$ cat config.mk
export PLATFORM = sky130hd
export DESIGN_NAME = ready_fifo_with_deadline_sleep_queue
export DESIGN_NICKNAME = d
export VERILOG_FILES = /design/src/design/rfds_pkg.sv /design/src/design/rfds_front.sv /design/src/design/rfds_back.sv /design/src/design/ready_fifo_with_deadline_sleep_queue.sv
export SDC_FILE = /design/constraint.sdc
export NUM_CORES = 2
export LEC_CHECK = 0
export ABC_CLOCK_PERIOD_IN_PS = 32700
export BUFFER_PORTS_ARGS = -buffer_cell sky130_fd_sc_hd__clkbuf_2
export CORE_AREA = 2 2 595 361
export CTS_CLUSTER_SIZE = 20
export DETAILED_ROUTE_END_ITERATION = 8
export DIE_AREA = 0 0 597 363
export PLACE_DENSITY = 0.62
export SLEW_MARGIN = 20
export SYNTH_ARGS = -nofsm -noshare
export SYNTH_HDL_FRONTEND = slang
export SYNTH_HIERARCHICAL = 1
export SYNTH_SLANG_ARGS = --single-unit
$ cat constraint.sdc
create_clock -name clk -period 32.7 [get_ports clk]
set_clock_uncertainty 0.2 [all_clocks]
set_input_delay 4.905 -clock clk [delete_from_list [all_inputs] [get_ports clk]]
set_output_delay 4.905 -clock clk [all_outputs]
set_load 0.01 [all_outputs]
$ cat src/design/rfds_pkg.sv
package rfds_pkg;

	localparam int THREADS = 16;
	localparam int TW      = $clog2(THREADS);
	localparam int CW      = $clog2(THREADS + 1);

	typedef enum logic [2:0] {
		OPC_READY = 3'd0,
		OPC_SLEEP = 3'd1,
		OPC_WAIT  = 3'd2,
		OPC_WAKE  = 3'd3,
		OPC_SCHED = 3'd4
	} opcode_t;

	typedef enum logic [2:0] {
		OP_READY,
		OP_SLEEP,
		OP_WAIT,
		OP_WAKE,
		OP_SCHED,
		OP_BAD
	} op_t;

	typedef enum logic [2:0] {
		K_DONE     = 3'd0,
		K_ERROR    = 3'd1,
		K_WOKE     = 3'd2,
		K_TIMEOUT  = 3'd3,
		K_DISPATCH = 3'd4,
		K_IDLE     = 3'd5
	} kind_t;

	typedef enum logic [1:0] {
		ST_FLOATING = 2'd0,
		ST_READY    = 2'd1,
		ST_SLEEPING = 2'd2,
		ST_WAITING  = 2'd3
	} status_t;

	typedef enum logic [2:0] {
		S_IDLE,
		S_DECODE,
		S_INS,
		S_REM,
		S_SWEEP,
		S_POP,
		S_REPLY
	} state_t;

	typedef struct packed {
		op_t          op;
		logic [3:0]   tid;
		logic         wt_zero;
		logic [63:0]  dl;
		logic [63:0]  now;
		logic [63:0]  wake_value;
		logic         hr;
		logic [3:0]   rt;
	} cmd_t;

	typedef struct packed {
		logic valid;
	} cmd_hs_t;

endpackage

$ cat src/design/rfds_front.sv
module rfds_front import rfds_pkg::*; (
	input  logic        clk,
	input  logic        arst_n,
	input  logic [2:0]  operation,
	input  logic [3:0]  thread_id,
	input  logic [47:0] wait_time,
	input  logic [63:0] now_ns,
	input  logic [63:0] wake_value,
	input  logic        has_running,
	input  logic [3:0]  running_thread,
	input  logic        in_valid,
	output logic        in_ready,
	output cmd_t        cmd,
	output logic        cmd_valid,
	input  logic        cmd_pop
);

	cmd_t       mem_q [2];
	logic       wr_q, rd_q;
	logic [1:0] cnt_q;
	cmd_t       c_d;
	logic       push;

	always_comb begin
		case (operation)
			OPC_READY: c_d.op = OP_READY;
			OPC_SLEEP: c_d.op = OP_SLEEP;
			OPC_WAIT:  c_d.op = OP_WAIT;
			OPC_WAKE:  c_d.op = OP_WAKE;
			OPC_SCHED: c_d.op = OP_SCHED;
			default:   c_d.op = OP_BAD;
		endcase
		c_d.tid        = thread_id;
		c_d.wt_zero    = (wait_time == '0);
		c_d.dl         = now_ns + {16'd0, wait_time};
		c_d.now        = now_ns;
		c_d.wake_value = wake_value;
		c_d.hr         = has_running;
		c_d.rt         = running_thread;
	end

	assign in_ready  = (cnt_q != 2'd2);
	assign push      = in_valid & in_ready;
	assign cmd_valid = (cnt_q != 2'd0);
	assign cmd       = mem_q[rd_q];

	always_ff @(posedge clk) begin
		if (push) begin
			mem_q[wr_q] <= c_d;
		end
	end

	always_ff @(posedge clk or negedge arst_n) begin
		if (!arst_n) begin
			wr_q  <= 1'b0;
			rd_q  <= 1'b0;
			cnt_q <= 2'd0;
		end else begin
			if (push) wr_q <= ~wr_q;
			if (cmd_pop) rd_q <= ~rd_q;
			cnt_q <= cnt_q + {1'b0, push} - {1'b0, cmd_pop};
		end
	end

endmodule

$ cat src/design/rfds_back.sv
module rfds_back import rfds_pkg::*; (
	input  logic        clk,
	input  logic        arst_n,
	input  cmd_t        cmd,
	input  cmd_hs_t     hs_in,
	output logic        cmd_pop,
	output logic [2:0]  kind,
	output logic [3:0]  thread_out,
	output logic [63:0] value_out,
	output logic        last,
	output logic        out_valid,
	input  logic        out_ready
);

	state_t          state_q, nxt;
	cmd_t            cur_q;
	status_t         status_q [THREADS];
	logic [63:0]     dl_q [THREADS];
	logic [TW-1:0]   ring_q [THREADS];
	logic [TW-1:0]   order_q [THREADS];
	logic [TW-1:0]   head_q;
	logic [CW-1:0]   rc_q, sc_q, pos_q;
	kind_t           r_kind_q;
	logic [TW-1:0]   r_thr_q;
	logic [63:0]     r_val_q;

	logic            out_free;
	logic [TW-1:0]   stat_idx, head_thr, tail;
	status_t         stat_rd;
	logic [63:0]     dl_rd;
	logic            set_reply, emit_sweep, emit_reply;
	kind_t           r_kind, s_kind;
	logic [TW-1:0]   r_thr;
	logic [63:0]     r_val;
	logic            push_en, pop_en, ins_en, rem_en, pos_clr, pos_inc;
	logic [TW-1:0]   push_thr;
	logic            st_we0, st_we1;
	logic [TW-1:0]   st_idx0, st_idx1;
	status_t         st_val0, st_val1;

	assign out_free = !out_valid || out_ready;
	assign stat_rd  = status_q[stat_idx];
	assign dl_rd    = dl_q[order_q[pos_q[TW-1:0]]];
	assign head_thr = ring_q[head_q];
	assign tail     = head_q + rc_q[TW-1:0];

	always_comb begin
		nxt        = state_q;
		cmd_pop    = 1'b0;
		stat_idx   = cur_q.tid;
		set_reply  = 1'b0;
		r_kind     = K_ERROR;
		r_thr      = cur_q.tid;
		r_val      = '0;
		emit_sweep = 1'b0;
		emit_reply = 1'b0;
		s_kind     = K_WOKE;
		push_en    = 1'b0;
		push_thr   = cur_q.tid;
		pop_en     = 1'b0;
		ins_en     = 1'b0;
		rem_en     = 1'b0;
		pos_clr    = 1'b0;
		pos_inc    = 1'b0;
		st_we0     = 1'b0;
		st_idx0    = cur_q.tid;
		st_val0    = ST_READY;
		st_we1     = 1'b0;
		st_idx1    = cur_q.rt;
		st_val1    = ST_READY;
		case (state_q)
			S_IDLE: begin
				if (hs_in.valid) begin
					cmd_pop = 1'b1;
					nxt     = S_DECODE;
				end
			end
			S_DECODE: begin
				set_reply = 1'b1;
				nxt       = S_REPLY;
				case (cur_q.op)
					OP_READY: begin
						if (stat_rd == ST_FLOATING) begin
							r_kind  = K_DONE;
							push_en = 1'b1;
							st_we0  = 1'b1;
						end
					end
					OP_SLEEP, OP_WAIT: begin
						if (stat_rd == ST_FLOATING && !cur_q.wt_zero
						    && sc_q < CW'(THREADS)) begin
							set_reply = 1'b0;
							pos_clr   = 1'b1;
							nxt       = S_INS;
						end
					end
					OP_WAKE: begin
						if (stat_rd inside {ST_SLEEPING, ST_WAITING}) begin
							set_reply = 1'b0;
							pos_clr   = 1'b1;
							nxt       = S_REM;
						end
					end
					OP_SCHED: begin
						set_reply = 1'b0;
						pos_clr   = 1'b1;
						nxt       = S_SWEEP;
					end
					default: ;
				endcase
			end
			S_INS: begin
				// insert after every entry with an equal or earlier deadline
				if (pos_q < sc_q && !(cur_q.dl < dl_rd)) begin
					pos_inc = 1'b1;
				end else begin
					ins_en    = 1'b1;
					st_we0    = 1'b1;
					st_val0   = (cur_q.op == OP_SLEEP) ? ST_SLEEPING : ST_WAITING;
					set_reply = 1'b1;
					r_kind    = K_DONE;
					nxt       = S_REPLY;
				end
			end
			S_REM: begin
				if (order_q[pos_q[TW-1:0]] == cur_q.tid) begin
					rem_en    = 1'b1;
					st_we0    = 1'b1;
					push_en   = 1'b1;
					set_reply = 1'b1;
					r_kind    = K_DONE;
					r_val     = cur_q.wake_value;
					nxt       = S_REPLY;
				end else begin
					pos_inc = 1'b1;
				end
			end
			S_SWEEP: begin
				stat_idx = order_q[0];
				s_kind   = (stat_rd == ST_WAITING) ? K_TIMEOUT : K_WOKE;
				if (sc_q != '0 && dl_rd < cur_q.now) begin
					if (out_free) begin
						emit_sweep = 1'b1;
						rem_en     = 1'b1;
						st_we0     = 1'b1;
						st_idx0    = order_q[0];
						push_en    = 1'b1;
						push_thr   = order_q[0];
					end
				end else begin
					nxt = S_POP;
				end
			end
			S_POP: begin
				stat_idx  = cur_q.rt;
				set_reply = 1'b1;
				nxt       = S_REPLY;
				if (rc_q == '0) begin
					r_kind = K_IDLE;
					r_thr  = '0;
				end else if (cur_q.hr && stat_rd != ST_FLOATING && cur_q.rt != head_thr) begin
					r_thr = cur_q.rt;
				end else begin
					pop_en  = 1'b1;
					st_we0  = 1'b1;
					st_idx0 = head_thr;
					st_val0 = ST_FLOATING;
					if (cur_q.hr) begin
						push_en  = 1'b1;
						push_thr = cur_q.rt;
						st_we1   = 1'b1;
					end
					r_kind = K_DISPATCH;
					r_thr  = head_thr;
				end
			end
			S_REPLY: begin
				if (out_free) begin
					emit_reply = 1'b1;
					nxt        = S_IDLE;
				end
			end
			default: nxt = S_IDLE;
		endcase
	end

	always_ff @(posedge clk or negedge arst_n) begin
		if (!arst_n) begin
			state_q <= S_IDLE;
		end else begin
			state_q <= nxt;
		end
	end

	always_ff @(posedge clk or negedge arst_n) begin
		if (!arst_n) begin
			for (int i = 0; i < THREADS; i++) status_q[i] <= ST_FLOATING;
			head_q    <= '0;
			rc_q      <= '0;
			sc_q      <= '0;
			pos_q     <= '0;
			out_valid <= 1'b0;
		end else begin
			if (st_we0) status_q[st_idx0] <= st_val0;
			if (st_we1) status_q[st_idx1] <= st_val1;
			if (pop_en) head_q <= head_q + 1'b1;
			rc_q <= rc_q + CW'(push_en) - CW'(pop_en);
			sc_q <= sc_q + CW'(ins_en) - CW'(rem_en);
			if (pos_clr) pos_q <= '0;
			else if (pos_inc) pos_q <= pos_q + 1'b1;
			if (emit_sweep || emit_reply) out_valid <= 1'b1;
			else if (out_ready) out_valid <= 1'b0;
		end
	end

	always_ff @(posedge clk) begin
		if (cmd_pop) cur_q <= cmd;
		if (set_reply) begin
			r_kind_q <= r_kind;
			r_thr_q  <= r_thr;
			r_val_q  <= r_val;
		end
		if (push_en) ring_q[tail] <= push_thr;
		if (ins_en) begin
			dl_q[cur_q.tid] <= cur_q.dl;
			for (int i = 1; i < THREADS; i++) begin
				if (CW'(i) > pos_q) order_q[i] <= order_q[i-1];
			end
			for (int i = 0; i < THREADS; i++) begin
				if (CW'(i) == pos_q) order_q[i] <= cur_q.tid;
			end
		end else if (rem_en) begin
			for (int i = 0; i < THREADS - 1; i++) begin
				if (CW'(i) >= pos_q) order_q[i] <= order_q[i+1];
			end
		end
		if (emit_sweep) begin
			kind       <= s_kind;
			thread_out <= order_q[0];
			value_out  <= '0;
			last       <= 1'b0;
		end else if (emit_reply) begin
			kind       <= r_kind_q;
			thread_out <= r_thr_q;
			value_out  <= r_val_q;
			last       <= 1'b1;
		end
	end

`ifndef SYNTHESIS
	a_threads_bound: assert property (@(posedge clk) disable iff (!arst_n)
		(rc_q + sc_q) <= CW'(THREADS))
		else $error("more threads queued than exist");
	a_rem_found: assert property (@(posedge clk) disable iff (!arst_n)
		state_q == S_REM |-> pos_q < sc_q)
		else $error("woken thread missing from sleep list");
	a_emit_slot: assert property (@(posedge clk) disable iff (!arst_n)
		(emit_sweep || emit_reply) |-> out_free)
		else $error("result written over a pending transaction");
	a_sweep_last: assert property (@(posedge clk) disable iff (!arst_n)
		emit_sweep |=> out_valid && !last)
		else $error("swept result flagged last");
`endif

endmodule

$ cat src/design/ready_fifo_with_deadline_sleep_queue.sv
// Hardware thread scheduler with a FIFO ready queue and a deadline-sorted sleep list for
// 16 threads. Each operation yields one result with last=1, except schedule, which first
// yields one result per expired sleeper (last=0) and then a dispatch, idle or error result.
// A front stage decodes transactions and computes the deadline into a two-entry queue; a
// back sequencer executes them one at a time. Sleep/wait walk the sleep list entry by entry
// for sorted insertion, wake walks it up to the thread's position, and schedule emits the
// expired sleepers one by one before popping the ready queue or reporting idle or error.
module ready_fifo_with_deadline_sleep_queue import rfds_pkg::*; (
	input  logic        clk,
	input  logic        arst_n,
	input  logic        in_valid,
	output logic        in_ready,
	input  logic [2:0]  operation,
	input  logic [3:0]  thread_id,
	input  logic [47:0] wait_time,
	input  logic [63:0] now_ns,
	input  logic [63:0] wake_value,
	input  logic        has_running,
	input  logic [3:0]  running_thread,
	output logic        out_valid,
	input  logic        out_ready,
	output logic [2:0]  kind,
	output logic [3:0]  thread_out,
	output logic [63:0] value_out,
	output logic        last
);

	cmd_t    cmd;
	cmd_hs_t hs;
	logic    cmd_valid, cmd_pop;

	assign hs.valid = cmd_valid;

	rfds_front u_front (
		.clk, .arst_n, .operation, .thread_id, .wait_time, .now_ns, .wake_value,
		.has_running, .running_thread, .in_valid, .in_ready,
		.cmd, .cmd_valid, .cmd_pop
	);

	rfds_back u_back (
		.clk, .arst_n, .cmd, .hs_in(hs), .cmd_pop,
		.kind, .thread_out, .value_out, .last, .out_valid, .out_ready
	);

endmodule
==> impl_metrics.env <==
export IMPL_status="finished, final reports clean"
export IMPL_synth_nets=6397
export IMPL_grt_pass1_wl_mm=328
export IMPL_crit_top_cell="a211oi_1"
export IMPL_cts_resized_gates=0
export IMPL_r2r_end="u_back/dl_q[14][40]$_DFFE_PP_"
export IMPL_layout_cells_non_filler=9161
export IMPL_final_nets=6594
export IMPL_slowest_delay_ns=0.88
export IMPL_dieArea_um2=217000
export IMPL_cts_setup_buffers=0
export IMPL_worstSetupPathType="reg -> reg"
export IMPL_r2r_slack_ns=20.43
export IMPL_syn_area_um2=84000
export IMPL_worst_hold_path_num_cells=2
export IMPL_nFillCells=18675
export IMPL_hpwlAfterDp_mm=141
export IMPL_drive_gt1_frac=0.149
export IMPL_maxCapViolCount=0
export IMPL_clock_fmax_ghz=0.0815
export IMPL_postCtsHoldBufs=0
export IMPL_rsz0062_at_grt="no"
export IMPL_regArea_um2=58200
export IMPL_maxSlewViolCount=0
export IMPL_grt_pass1_vias=48768
export IMPL_synthCells=6002
export IMPL_postSynthAreaPerCell_um2=14.0
export IMPL_dieWidth_um=597
export IMPL_r2r_cells=23
export IMPL_synth_edf_count=1844
export IMPL_path_cells="mux4_2 > nor2b_1 > a211oi_1 > a21o_4 > buf_12 > buf_12 > and2_1 > a211oi_1 > a311oi_1 > a21oi_1 > mux2i_1 > ha_1 > a21oi_1 > o21ai_0 > a221oi_1 > o21ai_0 > nor3_1 > a31o_4 > a221oi_2 > a211oi_1 > nand2_1 > nor2_4 > buf_4"
export IMPL_drt_wl_total_mm=224
export IMPL_crit_path_max_fanout=191
export IMPL_period_share=0.375
export IMPL_ys_types=96
export IMPL_start_util=0.398
export IMPL_min_from="u_back/value_out[55]$_SDFFE_PP0P_"
export IMPL_utilization=0.448
export IMPL_io_buffers=265
export IMPL_coreArea_um2=211000
export IMPL_firstDrtPassIters=7
export IMPL_worstPathArrival_ns=12.50
export IMPL_dp_cells=8799
export IMPL_startpoint_type="flop"
export IMPL_worstSkewPairLatency_ns=0.84
export IMPL_ys_seq_area_frac=0.692
export IMPL_vias=51728
export IMPL_max_slew_margin_rel=0.202
export IMPL_grt_usage=0.202
export IMPL_cts_buffers=191
export IMPL_fin_crit_ns=12.27
export IMPL_viasPerCell=5.65
export IMPL_fp_row_count=131
export IMPL_crit_required_ns=32.93
export IMPL_clkSinkCount=1968
export IMPL_ys_flop_type="edfxtp_1"
export IMPL_ctsRootBufferMaster="clkbuf_16"
export IMPL_drt_iter0_drc=6205
export IMPL_crit_path_top_delay_cell="dfrtp_1"
export IMPL_fin_tns_setup_ns=0
export IMPL_critPathCaptureType="flop"
export IMPL_grt_max_degree=192
export IMPL_antenna_found_initial=11
export IMPL_die_h_um=363
export IMPL_rr_startpoint="u_back/pos_q[0]$_DFFE_PN0P_"
export IMPL_synth_seq_cells=1968
export IMPL_worst_pin_slew_ns=1.19
export IMPL_drc=0
export IMPL_finalHoldViolCount=0
export IMPL_multi_input_comb_area_um2=24100
export IMPL_cts_clk_slew_worst_paths_ns=0.06
export IMPL_setup_viol=0
export IMPL_whs_endpoint="u_back/value_out[55]$_SDFFE_PP0P_"
export IMPL_cts_max_level=4
export IMPL_hp_class="reg -> reg"
export IMPL_place_gp_congestion=0.926
export IMPL_ys_warnings_count=6
export IMPL_wl_per_cell_um=24.4
export IMPL_hold_slack_ns=0.253
export IMPL_ios=266
export IMPL_ys_async_sr_fraction=0.0300
export IMPL_ant_nets=0
export IMPL_clockBufferDepth=3
export IMPL_cts_tree="done"
export IMPL_syn_to_final_growth_pct=12.5
export IMPL_overflow=0
[kinds of logic (layout without fill, tap and decap cells)]
| family | Yosys count | count (layout) | share of synthesized area |
|---|---|---|---|
| AO/OA/AOI/OAI | 1231 | 1231 | 0.0994 |
| XOR/XNOR | 86 | 86 | 0.00896 |
| adder cells (fa/ha/maj) | 203 | 203 | 0.0306 |
| buffers and inverters | 531 | 892 | 0.0246 |
| flip-flops | 1968 | 1968 | 0.692 |
| multiplexers | 411 | 411 | 0.0559 |
| other | 0 | 5 | 0 |
| AND/OR/NAND/NOR | 1572 | 1572 | 0.0886 |
[worst max-delay path by stage]
stage | startpoint | end | slack, ns | cells past startpoint
floorplan | in_valid | u_front/mem_q[0][0]$_DFFE_PP_ | 18.23 | 2
global placement | u_back/pos_q[0]$_DFFE_PN0P_ | u_back/dl_q[12][42]$_DFFE_PP_ | 20.97 | 23
detailed placement | u_back/pos_q[0]$_DFFE_PN0P_ | u_back/dl_q[14][27]$_DFFE_PP_ | 20.79 | 23
CTS | u_back/pos_q[0]$_DFFE_PN0P_ | u_back/dl_q[14][35]$_DFFE_PP_ | 20.71 | 23
global route | u_back/pos_q[0]$_DFFE_PN0P_ | u_back/dl_q[14][27]$_DFFE_PP_ | 20.02 | 23
finish | u_back/pos_q[0]$_DFFE_PN0P_ | u_back/dl_q[14][40]$_DFFE_PP_ | 20.43 | 23
[metal layers]
metal / global-route usage / up-vias / part of all wire
met5: 0 / - / 0.000058
met4: 0.0430 / 2 / 0.016
met3: 0.0532 / 260 / 0.10
met2: 0.273 / 2185 / 0.40
met1: 0.321 / 26059 / 0.48
li1: - / 23222 / -
[layout by cell type (no fill, tap or decap), types with 17 or more instances in the layout]
master	netlist	final
clkbuf_2	1	264
a311oi_1	129	129
a21o_1	60	59
and3_1	21	18
o21ai_0	108	108
a21oi_1	314	313
clkinv_2	0	28
nand2_1	793	793
and2_1	319	319
mux4_2	22	20
o211ai_1	26	26
buf_4	3	70
clkinv_1	1	41
nand4_1	45	45
nand2b_1	25	25
nor4_1	17	17
a211oi_1	282	282
dfxtp_1	65	65
a221o_1	18	18
nor2_1	185	170
xnor2_1	56	56
nor3_1	40	34
xor2_1	30	30
edfxtp_1	1844	1844
clkbuf_16	0	195
mux2i_1	140	139
mux2_2	242	242
a31oi_1	135	135
a221oi_1	26	26
clkbuf_1	293	44
ha_1	199	199
inv_1	192	192
dfrtp_1	59	58
nand3_1	30	30
[worst max-delay path, delay by kind of cell, from the launching register on]
kind                       cells  cell delay (ns)
adders and majority gates      1             0.36
buffers and inverters          3             2.06
DFF                            1             0.88
muxes                          2             1.11
AOI/OAI and AO/OA             12             4.70
and+or+nand+nor                5             2.04
[flip-flops by register name (all words and copies together) (netlist names), 3 cells and up]
| register | count |
|---|---|
| u_back/dl_q | 1024 |
| u_front/mem_q | 410 |
| u_back/cur_q | 201 |
| u_back/order_q | 64 |
| u_back/r_val_q | 64 |
| u_back/ring_q | 64 |
| u_back/value_out | 64 |
| u_back/status_q | 32 |
| u_back/pos_q | 5 |
| u_back/rc_q | 5 |
| u_back/sc_q | 5 |
| u_back/head_q | 4 |
| u_back/r_thr_q | 4 |
| u_back/st_idx1 | 4 |
| u_back/thread_out | 4 |
| u_back/kind | 3 |
| u_back/state_q | 3 |
[cell usage after synthesis (22+ instances only)]
| master | number | area [um2] |
|---|---|---|
| inv_1 | 192 | 721 |
| xnor2_1 | 56 | 490 |
| and2_1 | 319 | 2000 |
| o21ai_0 | 108 | 541 |
| clkbuf_1 | 293 | 1100 |
| dfrtp_1 | 59 | 1480 |
| a31oi_1 | 135 | 845 |
| mux2_2 | 242 | 2730 |
| nor2_1 | 185 | 694 |
| a221oi_1 | 26 | 228 |
| mux2i_1 | 140 | 1400 |
| a311oi_1 | 129 | 1130 |
| a21o_1 | 60 | 450 |
| buf_2 | 23 | 115 |
| nor3_1 | 40 | 200 |
| nand3_1 | 30 | 150 |
| o211ai_1 | 26 | 195 |
| dfxtp_1 | 65 | 1300 |
| edfxtp_1 | 1844 | 55400 |
| a21oi_1 | 314 | 1570 |
| a211oi_1 | 282 | 2120 |
| nand2_1 | 793 | 2980 |
| xor2_1 | 30 | 263 |
| nand4_1 | 45 | 282 |
| ha_1 | 199 | 2490 |
| nand2b_1 | 25 | 156 |
| mux4_2 | 22 | 495 |
[area by class of cell]
type	instances	share of cell area
tap	2793	0.0369
inverter	193	0.00766
antenna	5	0.000132
clock buffer	250	0.0549
multi-input combinational	3503	0.254
timing repair buffer	342	0.0211
sequential	1968	0.615
clock inverter	107	0.0101
[through the flow]
step,setup WS (ns),cell area (um2)
2_1_floorplan,18.23,84000
3_3_place_gp,20.97,88400
3_5_place_dp,20.79,88400
4_1_cts,20.71,94600
5_1_grt,20.02,94600
6_report,20.43,94600
Power is left out: the tool's default activity adds up to more than one toggle a clock period on the data nets, which glitch-free logic cannot reach.
